--- src/hw/rtl/section_deframer_crc_check_core_macros.svh ---
// Assertion helpers shared by the deframer RTL.
// Every check is clocked on clk_i and held off while rst_ni is low.
`ifndef SECTION_DEFRAMER_CRC_CHECK_CORE_MACROS_SVH
`define SECTION_DEFRAMER_CRC_CHECK_CORE_MACROS_SVH

`ifndef NO_ASSERTIONS

// Check that prop holds at every clock edge.
`define SDC_ASSERT(lbl, prop, msg) \
  lbl: assert property (@(posedge clk_i) disable iff (!rst_ni) (prop)) \
    else $error(msg);

// Check that expr never becomes true.
`define SDC_ASSERT_NEVER(lbl, expr, msg) \
  lbl: assert property (@(posedge clk_i) disable iff (!rst_ni) !(expr)) \
    else $error(msg);

`else

`define SDC_ASSERT(lbl, prop, msg)
`define SDC_ASSERT_NEVER(lbl, expr, msg)

`endif

`endif

--- src/hw/rtl/sdcrc_pkg.sv ---
`timescale 1ns / 1ps

package sdcrc_pkg;

  // Widest payload length a section may declare.
  localparam int unsigned LENGTH_BITS = 32;
  localparam logic [63:0] LEN_LIMIT   = 64'(~64'd0 >> (64 - LENGTH_BITS));

  // Varint byte index from which only the top length bit remains.
  localparam logic [3:0]  VARINT_LAST = 4'd9;

  localparam logic [31:0] CRC_POLY = 32'h82F6_3B78;
  localparam logic [31:0] CRC_INIT = 32'hFFFF_FFFF;

  typedef enum logic [2:0] {
    PH_TYPE = 3'd0,
    PH_LEN  = 3'd1,
    PH_PAY  = 3'd2,
    PH_CRC  = 3'd3,
    PH_SKIP = 3'd4
  } phase_e;

  typedef enum logic [2:0] {
    KIND_BYTE    = 3'd0,
    KIND_GOOD    = 3'd1,
    KIND_BAD_CRC = 3'd2,
    KIND_TRUNC   = 3'd3,
    KIND_BAD_LEN = 3'd4
  } kind_e;

  typedef struct packed {
    logic        valid;
    kind_e       kind;
    logic [7:0]  stype;
    logic [7:0]  pbyte;
    logic [31:0] plen;
  } res_t;

  // Reflected CRC-32C update by one byte.
  function automatic logic [31:0] crc32c_byte(input logic [31:0] crc,
                                               input logic [7:0]  data);
    logic [31:0] c;
    c = crc ^ {24'd0, data};
    for (int i = 0; i < 8; i++) begin
      c = c[0] ? ((c >> 1) ^ CRC_POLY) : (c >> 1);
    end
    return c;
  endfunction

  // Clamp a 64-bit length to 32 bits.
  function automatic logic [31:0] sat32(input logic [63:0] v);
    return (|v[63:32]) ? 32'hFFFF_FFFF : v[31:0];
  endfunction

endpackage

--- src/hw/rtl/sdcrc_parser.sv ---
`timescale 1ns / 1ps

`include "section_deframer_crc_check_core_macros.svh"

module sdcrc_parser
  import sdcrc_pkg::*;
(
  input  logic        clk_i,
  input  logic        rst_ni,
  input  logic        step_i,
  input  logic [7:0]  data_byte_i,
  input  logic        end_mark_i,
  input  logic [31:0] max_length_i,
  output res_t        res_o
);

  phase_e      phase_q, phase_d;
  logic [7:0]  type_q, type_d;
  logic [63:0] accum_q, accum_d;
  logic [3:0]  vcnt_q, vcnt_d;
  logic [31:0] left_q, left_d;
  logic [31:0] crc_q, crc_d;
  logic [31:0] scrc_q, scrc_d;
  logic [1:0]  ccnt_q, ccnt_d;

  logic [63:0] acc_new;
  logic [5:0]  shamt;
  logic [31:0] crc_upd;
  logic [31:0] scrc_new;
  logic        len_bad;

  assign crc_upd = crc32c_byte(crc_q, data_byte_i);
  // 7 * count, modulo 64
  assign shamt   = 6'({2'd0, vcnt_q} << 3) - 6'({2'd0, vcnt_q});

  always_comb begin
    if (vcnt_q >= VARINT_LAST) begin
      acc_new = accum_q | {data_byte_i[0], 63'd0};
    end else begin
      acc_new = accum_q | ({57'd0, data_byte_i[6:0]} << shamt);
    end
    len_bad = (acc_new > {32'd0, max_length_i}) || (acc_new > LEN_LIMIT);
  end

  always_comb begin
    scrc_new = scrc_q;
    case (ccnt_q)
      2'd0:    scrc_new[7:0]   = data_byte_i;
      2'd1:    scrc_new[15:8]  = data_byte_i;
      2'd2:    scrc_new[23:16] = data_byte_i;
      default: scrc_new[31:24] = data_byte_i;
    endcase
  end

  always_comb begin
    phase_d = phase_q;
    type_d  = type_q;
    accum_d = accum_q;
    vcnt_d  = vcnt_q;
    left_d  = left_q;
    crc_d   = crc_q;
    scrc_d  = scrc_q;
    ccnt_d  = ccnt_q;

    res_o       = '0;
    res_o.kind  = KIND_BYTE;
    res_o.stype = type_q;

    if (step_i && end_mark_i) begin
      unique case (phase_q)
        PH_TYPE: ;
        PH_LEN, PH_PAY, PH_CRC: begin
          res_o.valid = 1'b1;
          res_o.kind  = KIND_TRUNC;
          res_o.plen  = (phase_q == PH_LEN) ? 32'd0 : sat32(accum_q);
          phase_d = PH_TYPE;
          accum_d = '0;
          vcnt_d  = '0;
          left_d  = '0;
          crc_d   = CRC_INIT;
          scrc_d  = '0;
          ccnt_d  = '0;
        end
        default: begin
          phase_d = PH_TYPE;
          accum_d = '0;
          vcnt_d  = '0;
          left_d  = '0;
          crc_d   = CRC_INIT;
          scrc_d  = '0;
          ccnt_d  = '0;
        end
      endcase
    end else if (step_i) begin
      unique case (phase_q)
        PH_TYPE: begin
          type_d  = data_byte_i;
          crc_d   = crc32c_byte(CRC_INIT, data_byte_i);
          accum_d = '0;
          vcnt_d  = '0;
          phase_d = PH_LEN;
        end
        PH_LEN: begin
          crc_d = crc_upd;
          if ((vcnt_q >= VARINT_LAST) && (|data_byte_i[7:1])) begin
            phase_d     = PH_SKIP;
            res_o.valid = 1'b1;
            res_o.kind  = KIND_BAD_LEN;
          end else begin
            accum_d = acc_new;
            vcnt_d  = vcnt_q + 4'd1;
            if (!data_byte_i[7]) begin
              if (len_bad) begin
                phase_d     = PH_SKIP;
                res_o.valid = 1'b1;
                res_o.kind  = KIND_BAD_LEN;
                res_o.plen  = sat32(acc_new);
              end else begin
                left_d  = acc_new[31:0];
                scrc_d  = '0;
                ccnt_d  = '0;
                phase_d = (acc_new == 64'd0) ? PH_CRC : PH_PAY;
              end
            end
          end
        end
        PH_PAY: begin
          crc_d  = crc_upd;
          left_d = left_q - 32'd1;
          if (left_q == 32'd1) begin
            phase_d = PH_CRC;
          end
          res_o.valid = 1'b1;
          res_o.kind  = KIND_BYTE;
          res_o.pbyte = data_byte_i;
          res_o.plen  = sat32(accum_q);
        end
        PH_CRC: begin
          scrc_d = scrc_new;
          if (ccnt_q != 2'd3) begin
            ccnt_d = ccnt_q + 2'd1;
          end else begin
            res_o.valid = 1'b1;
            res_o.plen  = sat32(accum_q);
            if ((crc_q ^ CRC_INIT) == scrc_new) begin
              res_o.kind = KIND_GOOD;
              phase_d    = PH_TYPE;
            end else begin
              res_o.kind = KIND_BAD_CRC;
              phase_d    = PH_SKIP;
            end
            accum_d = '0;
            vcnt_d  = '0;
            left_d  = '0;
            crc_d   = CRC_INIT;
            scrc_d  = '0;
            ccnt_d  = '0;
          end
        end
        default: ;
      endcase
    end
  end

  always_ff @(posedge clk_i or negedge rst_ni) begin
    if (!rst_ni) begin
      phase_q <= PH_TYPE;
      type_q  <= '0;
      accum_q <= '0;
      vcnt_q  <= '0;
      left_q  <= '0;
      crc_q   <= CRC_INIT;
      scrc_q  <= '0;
      ccnt_q  <= '0;
    end else begin
      phase_q <= phase_d;
      type_q  <= type_d;
      accum_q <= accum_d;
      vcnt_q  <= vcnt_d;
      left_q  <= left_d;
      crc_q   <= crc_d;
      scrc_q  <= scrc_d;
      ccnt_q  <= ccnt_d;
    end
  end

  `SDC_ASSERT(a_pay_has_bytes, (phase_q == PH_PAY) |-> (left_q != 32'd0), "payload phase with no bytes left")
  `SDC_ASSERT(a_crc_cnt_phase, (ccnt_q != 2'd0) |-> (phase_q == PH_CRC), "crc byte count outside crc phase")
  `SDC_ASSERT(a_varint_bound, vcnt_q <= (VARINT_LAST + 4'd1), "varint count beyond ten bytes")

endmodule

--- src/hw/rtl/section_deframer_crc_check_core.sv ---
`timescale 1ns / 1ps

`include "section_deframer_crc_check_core_macros.svh"

// Section deframer with CRC-32C check. The input is a byte stream of sections:
// a type byte, an unsigned LEB128 payload length, the payload, and a
// little-endian CRC-32C over type, length and payload. Every payload byte goes
// out as an item of kind 0 as soon as it arrives; after the fourth CRC byte one
// item reports section good (1) or CRC mismatch (2), and the consumer must drop
// the payload it already took on a mismatch. An end mark inside a section gives
// a truncated item (3); a varint over ten bytes or a length above max_length
// gives a bad length item (4). After any error the block discards bytes up to
// the next end mark. Throughput is one input item per clock with no bubbles
// while out_stall_i is low; an accepted item waits in the input register, and
// its result loads into the result register when that item advances. The
// clock period is set by the byte-wide CRC-32C update plus the 64-bit varint
// merge and length compare that sit between those two registers. Items that
// yield no result (type, length and CRC bytes, end marks between sections)
// are consumed silently. Write max_length only while the block is idle; the
// write port is always ready.

module section_deframer_crc_check_core
  import sdcrc_pkg::*;
(
  input  logic        clk_i,
  input  logic        rst_ni,

  // configuration write
  input  logic        cfg_valid_i,
  output logic        cfg_ready_o,
  input  logic [31:0] cfg_data_i,

  // input item
  input  logic        in_valid_i,
  output logic        in_stall_o,
  input  logic [7:0]  data_byte_i,
  input  logic        end_mark_i,

  // result item
  output logic        out_valid_o,
  input  logic        out_stall_i,
  output logic [2:0]  kind_o,
  output logic [7:0]  section_type_o,
  output logic [7:0]  payload_byte_o,
  output logic [31:0] payload_length_o
);

  logic [31:0] max_len_q;

  logic        in_vld_q, in_vld_d;
  logic [7:0]  in_byte_q;
  logic        in_end_q;

  logic        out_vld_q, out_vld_d;
  kind_e       out_kind_q;
  logic [7:0]  out_type_q;
  logic [7:0]  out_pbyte_q;
  logic [31:0] out_plen_q;

  logic        in_accept;
  logic        out_free;
  logic        advance;
  res_t        res;

  // Config register: always ready, writes land directly.
  assign cfg_ready_o = 1'b1;

  always_ff @(posedge clk_i or negedge rst_ni) begin
    if (!rst_ni) begin
      max_len_q <= 32'hFFFF_FFFF;
    end else if (cfg_valid_i) begin
      max_len_q <= cfg_data_i;
    end
  end

  // The result register frees up when empty or when its item is taken this
  // cycle, so the input register can advance and refill in the same cycle.
  assign out_free   = !out_vld_q || !out_stall_i;
  assign advance    = in_vld_q && out_free;
  assign in_stall_o = in_vld_q && !out_free;
  assign in_accept  = in_valid_i && !in_stall_o;

  always_comb begin
    in_vld_d = in_vld_q;
    if (in_accept) begin
      in_vld_d = 1'b1;
    end else if (advance) begin
      in_vld_d = 1'b0;
    end
  end

  always_comb begin
    out_vld_d = out_vld_q;
    if (advance) begin
      out_vld_d = res.valid;
    end else if (!out_stall_i) begin
      out_vld_d = 1'b0;
    end
  end

  always_ff @(posedge clk_i or negedge rst_ni) begin
    if (!rst_ni) begin
      in_vld_q  <= 1'b0;
      out_vld_q <= 1'b0;
    end else begin
      in_vld_q  <= in_vld_d;
      out_vld_q <= out_vld_d;
    end
  end

  // Payload registers: load on handshake, hold otherwise.
  always_ff @(posedge clk_i) begin
    if (in_accept) begin
      in_byte_q <= data_byte_i;
      in_end_q  <= end_mark_i;
    end
    if (advance && res.valid) begin
      out_kind_q  <= res.kind;
      out_type_q  <= res.stype;
      out_pbyte_q <= res.pbyte;
      out_plen_q  <= res.plen;
    end
  end

  // Section state and the per-byte work; state advances with the input item.
  sdcrc_parser u_parser (
    .clk_i        (clk_i),
    .rst_ni       (rst_ni),
    .step_i       (advance),
    .data_byte_i  (in_byte_q),
    .end_mark_i   (in_end_q),
    .max_length_i (max_len_q),
    .res_o        (res)
  );

  assign out_valid_o      = out_vld_q;
  assign kind_o           = out_kind_q;
  assign section_type_o   = out_type_q;
  assign payload_byte_o   = out_pbyte_q;
  assign payload_length_o = out_plen_q;

  `SDC_ASSERT(a_in_hold, (in_vld_q && !out_free) |=> in_vld_q, "input item lost while blocked")
  `SDC_ASSERT(a_pbyte_zero, (out_vld_q && (out_kind_q != KIND_BYTE)) |-> (out_pbyte_q == 8'd0), "status item carries a payload byte")
  `SDC_ASSERT_NEVER(a_byte_len, out_vld_q && (out_kind_q == KIND_BYTE) && (out_plen_q == 32'd0), "payload byte from zero-length section")

endmodule
--- config.mk ---
export PLATFORM = sky130hd
export DESIGN_NAME = section_deframer_crc_check_core
export DESIGN_NICKNAME = d
export VERILOG_FILES = /design/src/hw/rtl/sdcrc_pkg.sv /design/src/hw/rtl/sdcrc_parser.sv /design/src/hw/rtl/section_deframer_crc_check_core.sv
export VERILOG_INCLUDE_DIRS = /design/src /design/src/hw/rtl
export SDC_FILE = /design/constraint.sdc
export NUM_CORES = 1
export LEC_CHECK = 0
export ABC_AREA = 1
export BUFFER_PORTS_ARGS = -buffer_cell sky130_fd_sc_hd__buf_2
export CORE_ASPECT_RATIO = 0.75
export CORE_MARGIN = 2
export CORE_UTILIZATION = 57
export DETAILED_ROUTE_END_ITERATION = 10
export GPL_ROUTABILITY_DRIVEN = 0
export MAX_ROUTING_LAYER = met4
export PLACE_DENSITY = 0.79
export SLEW_MARGIN = 40
export SYNTH_ARGS = -nofsm -noshare
export SYNTH_HDL_FRONTEND = slang
export SYNTH_SLANG_ARGS = --single-unit
--- constraint.sdc ---
create_clock -name clk_i -period 4.35 [get_ports clk_i]
set_input_delay 0 -clock clk_i [delete_from_list [all_inputs] [get_ports clk_i]]
set_output_delay 0 -clock clk_i [all_outputs]
set_load 0.1 [all_outputs]
# Word-level counts from Yosys, hierarchy flattened
# Cells that the tools add are included.
# word_totals
wordCells	196
register_bits	271
output_inout_bits	54
# classes
n_addsub	4
n_eq_ne	16
shift	1
n_mux	96
order_cmp	3
bitwise	24
reduce_logical	35
# ops
op	count
32-bit two-way mux	43
64-bit two-way mux	6
32-bit one-hot mux with 3 select lines	3
16-bit NOT with 17-bit output	16
64-bit one-hot mux with 3 select lines	1
64-bit OR	2
64-bit by 32-bit greater-than comparator with 1-bit output	1
64-bit by 32-bit greater-than comparator with 1-bit output, second input constant	1
64-bit logical NOT	1
32-bit one-hot mux with 2 select lines	1
32-bit OR reduction	2
7-bit by 6-bit left shift with 64-bit output	1
4-bit two-way mux	12
32-bit by 1-bit equality test with 1-bit output, second input constant	1
32-bit equality test	1
8-bit two-way mux	4
32-bit NOT	1
8-bit NOT with 32-bit output	1
32-bit by 1-bit subtractor with 32-bit output, second input constant	1
32-bit by 8-bit bitwise XOR with 32-bit output	1
3-bit two-way mux	9
4-bit one-hot mux with 3 select lines	2
2-bit two-way mux	8
3-bit one-hot mux with 4 select lines	1
34 further kinds	59

# Longest topological paths before layout
# logic_depth
depth_word	20
mapped_depth	29
ltp_nobuf	27

# By module
# A second synthesis with hierarchy kept.
# hier_totals
hier_cells	2432
area_unflattened_um2	18555.3
# modules_own_cells
module	area_each_um2	cells_per_inst	seq_area_each_um2	instances
sdcrc_parser	15187.1	2220	4469.3	1
section_deframer_crc_check_core	3368.2	212	2692.6	1

# Worst setup path before layout
# OpenSTA, ideal clock, no wires.
# synth_timing
path_type	register -> register
from	register u_parser.vcnt_q[0]
to	register out_kind_q[0], in the netlist kind_o[0] (enable)
path_buffers	4
path_slack_ns	-0.458
required_time_ns	3.945
stages_incl_launch_ff	30
synth_period_minus_slack_ns	4.808
t_arrival_ns	4.402
cell_sequence	dfrtp_1 > buf_4 > inv_2 > buf_2 > ha_1 > buf_2 > inv_1 > buf_2 > nand3_1 > nand3_1 > nand2_1 > nand3_1 > nand2_1 > a21oi_1 > inv_1 > ha_1 > nand2_1 > nor2_1 > inv_1 > nor3_1 > nand2_1 > nand2_1 > nand2_1 > nand3_1 > nand2_1 > nand2_1 > nand2_1 > nand2_1 > nand2_1 > inv_1
# synth_via
elab_chain_cells	13
# synth_lines
element	line	rtl
start, declared	sdcrc_parser.sv:20	logic [3:0] vcnt_q, vcnt_d;
start signal, assigned	sdcrc_parser.sv:179	vcnt_q <= vcnt_d;
6-bit by 4-bit subtractor with 6-bit output	sdcrc_parser.sv:34	assign shamt = 6'({2'd0, vcnt_q} << 3) - 6'({2'd0, vcnt_q});
7-bit by 6-bit left shift with 64-bit output	sdcrc_parser.sv:40	acc_new = accum_q | ({57'd0, data_byte_i[6:0]} << shamt);
64-bit OR	sdcrc_parser.sv:40	
64-bit two-way mux	sdcrc_parser.sv:37	if (vcnt_q >= VARINT_LAST) begin
64-bit by 32-bit greater-than comparator with 1-bit output	sdcrc_parser.sv:42	len_bad = (acc_new > {32'd0, max_length_i}) || (acc_new > LEN_LIMIT);
1-bit logical OR	sdcrc_parser.sv:42	
4-bit two-way mux	sdcrc_parser.sv:113	if (len_bad) begin
4-bit two-way mux	sdcrc_parser.sv:112	if (!data_byte_i[7]) begin
4-bit two-way mux (*)	sdcrc_parser.sv:105	if ((vcnt_q >= VARINT_LAST) && (|data_byte_i[7:1])) begin
4-bit one-hot mux with 3 select lines (*)	sdcrc_parser.sv:95	unique case (phase_q)
4-bit two-way mux (*)	sdcrc_parser.sv:94	end else if (step_i) begin
4-bit two-way mux (*)	sdcrc_parser.sv:69	if (step_i && end_mark_i) begin
1-bit logical AND (*)	section_deframer_crc_check_core.sv:117	if (advance && res.valid) begin
end signal, assigned	section_deframer_crc_check_core.sv:118	out_kind_q <= res.kind;
end, declared	section_deframer_crc_check_core.sv:55	kind_e out_kind_q;
# Mark *: on every way between the ends. The rest lies on a longest branch, timed or not.
# A chain may end at the register's enable or synchronous reset.

# Worst setup path in the final report
# layout_timing
from	register u_parser.vcnt_q[0]
to	register out_type_q[5], in the netlist section_type_o[5] (enable)
# layout_via
elab_chain_cells	13
# layout_lines
element	line	rtl
6-bit by 4-bit subtractor with 6-bit output	sdcrc_parser.sv:34	
7-bit by 6-bit left shift with 64-bit output	sdcrc_parser.sv:40	
64-bit OR	sdcrc_parser.sv:40	
64-bit two-way mux	sdcrc_parser.sv:37	
64-bit by 32-bit greater-than comparator with 1-bit output	sdcrc_parser.sv:42	
1-bit logical OR	sdcrc_parser.sv:42	
4-bit two-way mux	sdcrc_parser.sv:113	
4-bit two-way mux	sdcrc_parser.sv:112	
4-bit two-way mux (*)	sdcrc_parser.sv:105	
4-bit one-hot mux with 3 select lines (*)	sdcrc_parser.sv:95	
4-bit two-way mux (*)	sdcrc_parser.sv:94	
4-bit two-way mux (*)	sdcrc_parser.sv:69	
1-bit logical AND (*)	section_deframer_crc_check_core.sv:117	
end signal, assigned	section_deframer_crc_check_core.sv:119	out_type_q <= res.stype;
end, declared	section_deframer_crc_check_core.sv:56	logic [7:0] out_type_q;
# Marks and branches as above.

==> metrics <==
IO Pins=100; first-pass GRT wire length=93,300 microns; Worst-Skew Late Latency=0.60 ns; mux share of post-synthesis cell area=0.000612; HPWL after DPL=41,700 microns; outcome=complete, but fails checks; synthesized area=18,400 sq um; share of cells above drive strength 1=0.147; Num Clock Sinks=271; cell count after synthesis=2,582; CTS Buffer Depth=3; crit path DAT=4.50 ns; startpoint types=register; largest net degree at the start of global routing=108; Post-synth EDFFs=60; sequential share of the synthesized area=0.389; port buffer count=98; design area=21,400 sq um; final period utilization=0.967; Clock Pin Slew Worst Setup and Hold Paths=0.07 ns; fin nets=2,808; CTS Buf Count=29; Max Cap Viol=0; worst hold path class=input port to asynchronous set/reset pin; Die Width=211 microns; Simple-Gate Fraction of Synth Area=0.277; initial antenna violation count=0; Post-Syn Area per Cell=7.13 sq um; post-synthesis compound-gate area fraction=0.120; Syn. warnings=0; Clock Skews=0.0358 ns; Slew Limit Fails=0; DR WL/cell=19.2 microns; Reg-to-Reg Start=u_parser.vcnt_q[0]$_DFFE_PN0P_; Initial Utilization=0.584; DRC viols=0; top_reg_cell synth=dfrtp_1; Synth Register Bits=271; WP data required=4.65 ns; Adder-Cell Fraction of Synth Area=0.0292; CP endpoint kind=register; post-route ant nets=0; commonest non-fill, non-tap cell in the layout=nand2_1; worst hold slack=-0.00127 ns; drt pass-1 iters=7; DR vias=18,800; root buf cell=clkbuf_16; final setup violation count=0; largest family of logic cells by synthesized area=simple AND/OR/NAND/NOR gates; Area Growth Syn to Fin=16.5%; most frequent cells in the layout=nand2_1 (672), inv_1 (353), nor2_1 (241); xor and xnor area share after synthesis=0.0753; Setup CP Type=register to register; Die Y=160 microns; achievable clock frequency=238 MHz; Total GRT Usage=0.360; FFs w/ async S/R, synth=0.779; Slew HR=0.474; area of placed instances=19,500 sq um; crit-path max FO=16; failing checks=negative hold slack; Clock H-tree levels=1; row count=56; syn_nets=2,671; Initial DRC Count=3,271; final hold vios=3; number of global-route vias before repair=17,000; detail-routed via count per cell=5.98; CTS tree=done; beginning of the critical path=u_parser.vcnt_q[0]$_DFFE_PN0P_; routed wire length=60,400 microns; total grt overflow=0; Worst-Margin Slew=0.788 ns; Period minus WS final=4.21 ns; Core Box Area=31,500 sq um; die area=33,800 sq um; Yosys cell types=55
## critical path, cell delays in order (launching register included)
cell,delay (ns)
dfrtp_2,0.47
inv_4,0.06
ha_4,0.28
inv_4,0.12
nand3_2,0.10
nand3_1,0.14
nand3_1,0.16
nand4_1,0.28
nand2_2,0.16
ha_1,0.32
nand2_1,0.05
nor2_1,0.21
nand4_1,0.22
nor2_1,0.18
a211oi_2,0.06
nand2_1,0.12
nand2_4,0.09
nand3_2,0.08
nand2_2,0.05
nand2_1,0.07
nand2_1,0.06
nand2_1,0.11
nand2_2,0.08
clkinvlp_4,0.09
buf_12,0.15
buf_8,0.18
## layout make-up
| type | count | area, sq um |
|---|---|---|
| Sequential cell | 271 | 7160 |
| Inverter | 373 | 1410 |
| Tap cell | 406 | 508 |
| Fill cell | 2519 | 10100 |
| Clock inverter | 20 | 317 |
| Antenna cell | 2 | 5.00 |
| Multi-Input combinational cell | 1815 | 9490 |
| Clock buffer | 34 | 744 |
| Timing Repair Buffer | 229 | 1790 |
## synth_stat cells, drive strengths merged (44+ instances only)
| master | instances | share of area |
|---|---|---|
| buf | 44 | 0.016 |
| dfrtp | 147 | 0.20 |
| xor2 | 109 | 0.054 |
| a21oi | 87 | 0.024 |
| inv | 371 | 0.076 |
| nand3 | 106 | 0.030 |
| nand4 | 94 | 0.032 |
| nand2 | 690 | 0.14 |
| nor2 | 261 | 0.055 |
| dfstp | 64 | 0.091 |
| edfxtp | 60 | 0.098 |
| o21ai | 248 | 0.068 |
| clkbuf | 79 | 0.016 |
## cells by family after synthesis
kind of cell               Yosys count
AOI/OAI and AO/OA                  411
adders and majority gates           43
other                                1
muxes                                1
xor gates and xnor gates           151
buffers and inverters              496
DFF                                271
and+or+nand+nor                   1208
## metrics by stage
| step | setup WS [ns] | cells | hold slack (ns) | util | setup TNS (ns) |
|---|---|---|---|---|---|
| final | 0.143 | 3150 | -0.00127 | 0.680 | 0 |
| after global routing | -0.0901 | 3148 | 0.0731 | 0.680 | -3.43 |
| after floorplan | -0.00378 | 2582 | -0.296 | - | -0.193 |
| after global placement | 0.0558 | 3031 | 0.185 | 0.617 | 0 |
| after detailed placement | -0.00810 | 3033 | 0.0316 | 0.620 | -0.116 |
| after CTS | 0.0653 | 3133 | 0.0138 | 0.668 | 0 |
## flip-flops by register name (all words and copies together), names as in the netlist, 2 cells and up
name              count
kind_o                3
u_parser.crc_q       32
u_parser.phase_q      3
u_parser.ccnt_q       2
u_parser.vcnt_q       4
section_type_o        8
in_byte_q             8
payload_byte_o        8
u_parser.type_q       8
payload_length_o     32
u_parser.left_q      32
max_len_q            32
u_parser.accum_q     64
u_parser.scrc_q      32
## routing by layer
metal  vias up  GRT usage  share of wire
met5         -          -              0
met2      1366      0.485           0.40
met1      8670      0.512           0.40
li1       8556          -              -
met4         0      0.111          0.043
met3       254      0.118           0.16
## path summary, 6_finish.rpt
path | to | slack [ns] | depth (start not counted)
max | section_type_o[5]$_DFFE_PP_ | 0.14 | 25
min | u_parser.accum_q[9]$_DFFE_PN0P_ | -0.001 | 2
max reg2reg | section_type_o[5]$_DFFE_PP_ | 0.14 | 25
min reg2reg | section_type_o[4]$_DFFE_PP_ | 0.46 | 0
max in group asynchronous | u_parser.vcnt_q[0]$_DFFE_PN0P_ | 3.37 | 3
min in group clk_i | in_byte_q[1]$_DFFE_PP_ | 0.12 | 2
## what timing repair did
action	CTS	global route
endpoints found under the hold margin	171	25
hold buffers	46	1
resized for setup	1	52
buffers inserted	0	10
endpoints found under the setup margin	71	149
gates cloned	0	4
pin swaps	0	7
Power is left out: the tool's default activity adds up to more than one toggle a clock period on the data nets, which glitch-free logic cannot reach.
